--- src/hdl/lsh_pkg.sv ---
package lsh_pkg;

    // Field widths fixed by the item format
    localparam int BYTE_W      = 64;
    localparam int BIN_W       = 6;
    localparam int OUT_COUNT_W = 32;

    // Record sizes are taken in KiB units
    localparam int SIZE_SHIFT  = 10;
    localparam int QUOT_W      = BYTE_W - SIZE_SHIFT;

    typedef enum logic [0:0] {
        OP_RECORD = 1'b0,
        OP_READ   = 1'b1
    } t_op;

endpackage

--- src/hdl/lsh_bin_enc.sv ---
module lsh_bin_enc
    import lsh_pkg::*;
(
    input  logic [BYTE_W-1:0] i_byte_count,
    output logic [BIN_W-1:0]  o_bin
);

    logic [QUOT_W-1:0] quot;

    assign quot = i_byte_count[BYTE_W-1:SIZE_SHIFT];

    // floor(log2(quot)); zero and one both land in bin 0
    always_comb begin
        o_bin = '0;
        for (int k = 1; k < QUOT_W; k++) begin
            if (quot[k]) begin
                o_bin = BIN_W'(k);
            end
        end
    end

endmodule

--- src/hdl/lsh_ram.sv ---
module lsh_ram #(
    parameter int WIDTH = 32,
    parameter int DEPTH = 64
) (
    input  logic                     i_clk,
    input  logic                     i_we,
    input  logic [$clog2(DEPTH)-1:0] i_waddr,
    input  logic [WIDTH-1:0]         i_wdata,
    input  logic                     i_re,
    input  logic [$clog2(DEPTH)-1:0] i_raddr,
    output logic [WIDTH-1:0]         o_rdata
);

    logic [WIDTH-1:0] r_mem [DEPTH];
    logic [WIDTH-1:0] r_rdata;

    always_ff @(posedge i_clk) begin
        if (i_we) begin
            r_mem[i_waddr] <= i_wdata;
        end
        if (i_re) begin
            r_rdata <= r_mem[i_raddr];
        end
    end

    assign o_rdata = r_rdata;

endmodule

--- src/hdl/log2_size_histogram.sv ---
// An accepted input beat goes through the stage 1 registers, then the result register, to o_valid.
// Throughput: one beat per cycle while the result channel does not stall, also on back-to-back records to the same bin.
// The read stage stalls only when it is full and the result register holds a stalled beat.
// Reset (i_rst_n low, synchronous): pipeline emptied and every bin reads as zero
// at once, through per-bin valid flags; the counter RAM itself is not swept.
module log2_size_histogram
    import lsh_pkg::*;
#(
    parameter int NUM_BINS    = 64,
    parameter int COUNT_WIDTH = 32
) (
    input  logic                   i_clk,
    input  logic                   i_rst_n,
    // input channel
    input  logic                   i_valid,
    output logic                   o_stall,
    input  logic                   i_operation,
    input  logic [BYTE_W-1:0]      i_byte_count,
    input  logic [BIN_W-1:0]       i_bin_select,
    // result channel
    output logic                   o_valid,
    input  logic                   i_stall,
    output logic [BIN_W-1:0]       o_bin,
    output logic [OUT_COUNT_W-1:0] o_count
);

    localparam int AW = $clog2(NUM_BINS);

    // ---------------------------------------------------------------
    // Stage 0: decode the beat, pick the bin, launch the RAM read
    // ---------------------------------------------------------------
    t_op              in_op;
    logic [BIN_W-1:0] rec_bin;
    logic [BIN_W-1:0] in_addr;
    logic             in_range;
    logic             in_accept;

    assign in_op     = t_op'(i_operation);
    assign in_addr   = (in_op == OP_RECORD) ? rec_bin : i_bin_select;
    // records always hit bins 0..53; a bin at or above NUM_BINS is out of range
    assign in_range  = (32'(in_addr) < 32'(NUM_BINS));
    assign in_accept = i_valid && !o_stall;

    lsh_bin_enc u_enc (
        .i_byte_count (i_byte_count),
        .o_bin        (rec_bin)
    );

    // ---------------------------------------------------------------
    // Stage 1 registers: beat info plus the RAM read in flight
    // ---------------------------------------------------------------
    logic                   r_s1_valid;
    t_op                    r_s1_op;
    logic [BIN_W-1:0]       r_s1_addr;
    logic                   r_s1_range;
    logic                   r_s1_vbit;     // bin written since reset
    logic                   r_s1_fwd;      // bin written on the read edge
    logic [COUNT_WIDTH-1:0] r_s1_fwd_data;

    logic [NUM_BINS-1:0]    r_bin_vld;
    logic [COUNT_WIDTH-1:0] ram_rdata;

    logic                   s1_adv;
    logic                   wr_en;
    logic [COUNT_WIDTH-1:0] old_count;
    logic [COUNT_WIDTH-1:0] new_count;
    logic [63:0]            res_wide;

    logic                   r_o_valid;
    logic [BIN_W-1:0]       r_o_bin;
    logic [OUT_COUNT_W-1:0] r_o_count;

    // s1 moves on whenever the result register is free or draining
    assign s1_adv  = r_s1_valid && (!r_o_valid || !i_stall);
    assign o_stall = r_s1_valid && !s1_adv;
    assign wr_en   = s1_adv && (r_s1_op == OP_RECORD);

    lsh_ram #(
        .WIDTH (COUNT_WIDTH),
        .DEPTH (NUM_BINS)
    ) u_ram (
        .i_clk   (i_clk),
        .i_we    (wr_en),
        .i_waddr (r_s1_addr[AW-1:0]),
        .i_wdata (new_count),
        .i_re    (in_accept && in_range),
        .i_raddr (in_addr[AW-1:0]),
        .o_rdata (ram_rdata)
    );

    // ---------------------------------------------------------------
    // Stage 1 logic: resolve the stored count, pick the result, saturating increment
    // ---------------------------------------------------------------
    always_comb begin
        if (r_s1_fwd) begin
            old_count = r_s1_fwd_data;
        end else if (r_s1_vbit) begin
            old_count = ram_rdata;
        end else begin
            old_count = '0;
        end
        new_count = (old_count == {COUNT_WIDTH{1'b1}}) ? old_count
                                                       : old_count + COUNT_WIDTH'(1);
        if (r_s1_op == OP_RECORD) begin
            res_wide = 64'(new_count);
        end else if (r_s1_range) begin
            res_wide = 64'(old_count);
        end else begin
            res_wide = '0;
        end
    end

    always_ff @(posedge i_clk) begin
        if (!i_rst_n) begin
            r_s1_valid <= 1'b0;
            r_bin_vld  <= '0;
            r_o_valid  <= 1'b0;
        end else begin
            if (in_accept) begin
                r_s1_valid <= 1'b1;
            end else if (s1_adv) begin
                r_s1_valid <= 1'b0;
            end
            if (wr_en) begin
                r_bin_vld[r_s1_addr[AW-1:0]] <= 1'b1;
            end
            if (s1_adv) begin
                r_o_valid <= 1'b1;
            end else if (!i_stall) begin
                r_o_valid <= 1'b0;
            end
        end
    end

    // payload registers
    always_ff @(posedge i_clk) begin
        if (in_accept) begin
            r_s1_op       <= in_op;
            r_s1_addr     <= in_addr;
            r_s1_range    <= in_range;
            r_s1_vbit     <= in_range ? r_bin_vld[in_addr[AW-1:0]] : 1'b0;
            // write landing on the same edge as the read: RAM gives stale data
            r_s1_fwd      <= wr_en && (r_s1_addr == in_addr);
            r_s1_fwd_data <= new_count;
        end
        if (s1_adv) begin
            r_o_bin   <= r_s1_addr;
            // clamp to the 32-bit result field
            r_o_count <= (res_wide > 64'hFFFF_FFFF) ? {OUT_COUNT_W{1'b1}}
                                                    : res_wide[OUT_COUNT_W-1:0];
        end
    end

    assign o_valid = r_o_valid;
    assign o_bin   = r_o_bin;
    assign o_count = r_o_count;

endmodule
--- config.mk ---
export PLATFORM = sky130hd
export DESIGN_NAME = log2_size_histogram
export DESIGN_NICKNAME = d
export VERILOG_FILES = /design/src/hdl/lsh_pkg.sv /design/src/hdl/lsh_bin_enc.sv /design/src/hdl/lsh_ram.sv /design/src/hdl/log2_size_histogram.sv
export SDC_FILE = /design/constraint.sdc
export NUM_CORES = 2
export LEC_CHECK = 0
export ABC_AREA = 0
export BUFFER_PORTS_ARGS = -buffer_cell sky130_fd_sc_hd__buf_2
export CORE_MARGIN = 3
export CORE_UTILIZATION = 48
export DETAILED_ROUTE_END_ITERATION = 6
export SLEW_MARGIN = 20
export SYNTH_ARGS = -nofsm -noshare
export SYNTH_HDL_FRONTEND = slang
export SYNTH_SLANG_ARGS = --single-unit
--- constraint.sdc ---
create_clock -name i_clk -period 8.9 [get_ports i_clk]
set_clock_uncertainty 0.2 [all_clocks]
set_input_delay 2.225 -clock i_clk [delete_from_list [all_inputs] [get_ports i_clk]]
set_output_delay 2.225 -clock i_clk [all_outputs]
set_load 0.02 [all_outputs]
==> summary.json <==
{
  "drc": {"value": 0},
  "synthArstFlopShare": {"value": 0, "unit": "%"},
  "worstPathBufferInverterCount": {"value": 4},
  "dp.final_hpwl": {"value": 159, "unit": "mm"},
  "cp_data_required_time": {"value": 9300, "unit": "ps"},
  "cp_max_fo": {"value": 137},
  "numPlacedInstances": {"value": 8846},
  "drt_first_iter_violations": {"value": 8448},
  "timing_hold_violations_final": {"value": 0},
  "floorplan.initialDensity": {"value": 48.6, "unit": "%"},
  "cellPowerDensity": {"value": 226, "unit": "nW/um^2"},
  "route.detailed.wl_per_inst": {"value": 30.4, "unit": "um"},
  "timing.critical_path.depth": {"value": 12},
  "netlist.top_cell.by_area": {"value": "sky130_fd_sc_hd__edfxtp_1"},
  "sw_pwr": {"value": 0.00552, "unit": "W"},
  "setup.reg_to_reg.worst_slack": {"value": 3160, "unit": "ps"},
  "cts_hold_buffers_added": {"value": 0},
  "cts_setup_buffers": {"value": 0},
  "max-vdd-ir-drop": {"value": 204, "unit": "uV"},
  "start_kind": {"value": "primary input"},
  "endpoint_kind": {"value": "flip-flop"},
  "fp.dieH": {"value": 438, "unit": "um"},
  "fin_tns_setup": {"value": 0, "unit": "ps"},
  "synth.cell_area": {"value": 89600, "unit": "sq um"},
  "grt_antenna_before_repair": {"value": 21},
  "synth_commonest_cells": {"value": "sky130_fd_sc_hd__edfxtp_1 (2,159), sky130_fd_sc_hd__nand2_1 (1,411), sky130_fd_sc_hd__nand3_1 (437), sky130_fd_sc_hd__nor2_1 (254), sky130_fd_sc_hd__clkbuf_1 (189)"},
  "crit-reg2reg-launch": {"value": "r_s1_vbit"},
  "worst_r2r_endpoint": {"value": "u_ram.r_mem[21][27]"},
  "postSynthNetCount": {"value": 6576},
  "design.final.nets": {"value": 6677},
  "cell_type_with_the_highest_occurrence_count_on_the_critical_path": {"value": "sky130_fd_sc_hd__buf_4"},
  "setup.worst_path.end": {"value": "u_ram.o_rdata[9]"},
  "cp_top_family": {"value": "simple AND/OR/NAND/NOR gates"},
  "yosysWarnings": {"value": 0},
  "timing.max_slew.rel_slack": {"value": 19.2, "unit": "%"},
  "period_share": {"value": 76.9, "unit": "%"},
  "cell_chosen_for_the_clock_root": {"value": "sky130_fd_sc_hd__clkbuf_16"},
  "post_dp_cell_area": {"value": 94000, "unit": "sq um"},
  "globalRouteOverflowTotal": {"value": 0},
  "tritoncts_clock_tree": {"value": "built"},
  "drt_wl_total": {"value": 282, "unit": "mm"},
  "timing.hold.worst.class": {"value": "flip-flop to flip-flop"},
  "slew_violations": {"value": 0},
  "sw_frac_of_total": {"value": 24.2, "unit": "%"},
  "power_report.internal_total": {"value": 0.0173, "unit": "W"},
  "number_of_enable_flip_flop_cells_after_synthesis": {"value": 2159},
  "floorplan.core_area": {"value": 184000, "unit": "sq um"},
  "ys_types": {"value": 91},
  "synth_largest_type_area_fraction": {"value": 72.4, "unit": "%"},
  "power.share.combinational": {"value": 8.8, "unit": "%"},
  "fmaxAchievable": {"value": 146, "unit": "MHz"},
  "synth.yosys.seq_area_share": {"value": 73.8, "unit": "%"},
  "period_minus_slack": {"value": 6840, "unit": "ps"},
  "area_growth": {"value": 12.7, "unit": "%"},
  "grt_max_degree": {"value": 159},
  "whs_path_depth": {"value": 1},
  "flip_flop_and_latch_count_after_synthesis": {"value": 2225},
  "critPathMaxStageDelay": {"value": 780, "unit": "ps"},
  "maxCapViolations": {"value": 0},
  "std_cell_rows": {"value": 157},
  "cts_repair_resize_count": {"value": 0},
  "dieArea": {"value": 192000, "unit": "sq um"},
  "cts.clk_slew.worst_paths": {"value": 60, "unit": "ps"},
  "first_pass_grt_wire_length": {"value": 399, "unit": "mm"},
  "yosys.cell_count.top_type": {"value": "sky130_fd_sc_hd__edfxtp_1"},
  "ys.flop_type": {"value": "sky130_fd_sc_hd__edfxtp_1"},
  "synthesis.area_per_instance": {"value": 13.8, "unit": "sq um"},
  "p_leak": {"value": 33.2, "unit": "nW"},
  "htree_levels": {"value": 4},
  "worst-endpoint-arrival": {"value": 7240, "unit": "ps"},
  "cts_buffer_depth": {"value": 3},
  "detail-route-antenna-nets": {"value": 0},
  "initial_drt_pass_iterations": {"value": 6},
  "final_cell_count_no_fill": {"value": 9263},
  "gp_routability_congestion": {"value": 0.887},
  "dieWidth": {"value": 438, "unit": "um"},
  "clockPowerShare": {"value": 39.2, "unit": "%"},
  "worstMarginPinSlew": {"value": 1210, "unit": "ps"},
  "io_pins": {"value": 115},
  "cts_made_buffers": {"value": 217},
  "fin_area": {"value": 101000, "unit": "sq um"},
  "worst_setup_path_startpoint": {"value": "i_operation"},
  "avgViaCountPerCell": {"value": 6.39},
  "seqPwrFrac": {"value": 51.9, "unit": "%"},
  "setup_viol": {"value": 0},
  "status": {"value": "complete, no violations"},
  "worst-r2r-cell-count": {"value": 16},
  "slowest_stage": {"value": "sky130_fd_sc_hd__a41o_4"},
  "netlist_instances": {"value": 6500},
  "vias": {"value": 59200},
  "setup_repair_after_global_routing_missed_its_margin": {"value": "false"},
  "netlist_top_cells_area": {"value": "sky130_fd_sc_hd__edfxtp_1 (72%), sky130_fd_sc_hd__nand2_1 (5.9%), sky130_fd_sc_hd__nand3_1 (2.4%)"},
  "clkSinkCount": {"value": 2225},
  "layout-drive-gt1-share": {"value": 11.9, "unit": "%"},
  "port-buffer-count": {"value": 103},
  "cp_cell_sequence": {"value": "buf_2, nor3_1, a41o_4, nand2_8, inv_16, buf_4, mux2i_1, a211oi_1, a2111oi_0, buf_4, nand4_1, or3_1"},
  "number_of_global_route_vias_before_repair": {"value": 54300},
  "grt_usage": {"value": 28.8, "unit": "%"},
  "setup.worst_path.class": {"value": "primary input to flip-flop"},
  "clkLatencyLatePin": {"value": 870, "unit": "ps"}
}
-- power by group through the flow --
stage,clock [W],combinational (W),sequential (W)
after floorplan,0,0.00113,0.0121
after global placement,0,0.00194,0.0121
after detailed placement,0,0.00197,0.0121
after CTS,0.00902,0.00198,0.0118
after global routing,0.00947,0.00214,0.0118
final,0.00895,0.00201,0.0118
-- kinds of logic (layout without fill, tap and decap cells) --
| logic type | after synthesis | count (layout) | synth area share (%) |
|---|---|---|---|
| AO/OA/AOI/OAI | 1143 | 1143 | 9.18 |
| multiplexers | 128 | 128 | 1.74 |
| buffers and inverters | 462 | 749 | 2.43 |
| AND/OR/NAND/NOR | 2478 | 2478 | 12.2 |
| other | 0 | 12 | 0 |
| flip-flops | 2225 | 2225 | 73.8 |
| adder cells (fa/ha/maj) | 1 | 1 | 0.0140 |
| XOR/XNOR | 63 | 63 | 0.616 |
-- metrics by stage --
step,power (W),utilization [%],hold WS (ps),setup WS [ps]
global route,0.0234,54.8,268,1750
finish,0.0228,54.8,256,2060
global placement,0.0140,51.0,238,1340
floorplan,0.0132,-,224,929
detailed placement,0.0140,51.0,245,1170
CTS,0.0228,54.8,259,2100
-- worst min-delay path by stage --
stage | startpoint | to | slack, ps
after floorplan | r_s1_addr[0] | o_bin[0] | 220
after global placement | r_bin_vld[15] | r_bin_vld[15] | 240
after detailed placement | r_bin_vld[55] | r_bin_vld[55] | 240
after CTS | r_bin_vld[55] | r_bin_vld[55] | 260
after global routing | r_bin_vld[27] | r_bin_vld[27] | 270
final | r_bin_vld[55] | r_bin_vld[55] | 260
-- cell usage in the layout (no fill, tap or decap), types with 28 or more instances in the layout --
cell | Yosys | layout
sky130_fd_sc_hd__edfxtp_1 | 2159 | 2159
sky130_fd_sc_hd__nand2_1 | 1411 | 1410
sky130_fd_sc_hd__nand3_1 | 437 | 437
sky130_fd_sc_hd__clkbuf_16 | 0 | 222
sky130_fd_sc_hd__buf_4 | 32 | 195
sky130_fd_sc_hd__nor2_1 | 254 | 183
sky130_fd_sc_hd__a21oi_1 | 182 | 178
sky130_fd_sc_hd__a211oi_1 | 150 | 150
sky130_fd_sc_hd__and3_1 | 136 | 136
sky130_fd_sc_hd__a31oi_1 | 112 | 112
sky130_fd_sc_hd__a311oi_1 | 109 | 109
sky130_fd_sc_hd__buf_2 | 178 | 103
sky130_fd_sc_hd__mux2i_1 | 103 | 102
sky130_fd_sc_hd__o211ai_1 | 98 | 98
sky130_fd_sc_hd__o21ai_0 | 97 | 97
sky130_fd_sc_hd__o2111ai_1 | 87 | 87
sky130_fd_sc_hd__o21a_1 | 70 | 70
sky130_fd_sc_hd__nor2_4 | 1 | 67
sky130_fd_sc_hd__dfxtp_1 | 66 | 66
sky130_fd_sc_hd__clkinv_1 | 0 | 60
sky130_fd_sc_hd__clkbuf_1 | 189 | 46
sky130_fd_sc_hd__clkinv_2 | 0 | 44
sky130_fd_sc_hd__nand4_1 | 43 | 43
sky130_fd_sc_hd__nor3_1 | 35 | 34
sky130_fd_sc_hd__o221ai_1 | 32 | 32
sky130_fd_sc_hd__a22oi_1 | 32 | 32
sky130_fd_sc_hd__nor4_1 | 28 | 28
-- area by class of cell --
cell class              count  area (sq um)
diodes                     12          30.0
clock buffers             274          5810
clock inverters           131          1070
fillers                 14900         83300
inverters                  23           126
multi-input cells        3813         22200
flip-flops and latches   2225         66200
well taps                2464          3080
repair buffers            321          2450
-- registers in the layout, summed over array words and instances, names as in the netlist --
name	flops
u_ram.r_mem	2048
r_bin_vld	64
o_count	32
r_s1_fwd_data	32
u_ram.o_rdata	32
o_bin	6
r_s1_addr	6
o_valid	1
r_s1_fwd	1
r_s1_op	1
r_s1_valid	1
r_s1_vbit	1
-- per-layer routing --
metal,vias to the layer above,track usage [%],routed length (um),share of wire (%)
met4,10,8.91,8440,3.0
met3,482,5.78,31800,11
li1,25100,-,-,-
met1,30100,42.0,113000,40
met2,3492,44.0,129000,46
met5,-,0,59,0.021
Power figures use the tool's default switching activity.
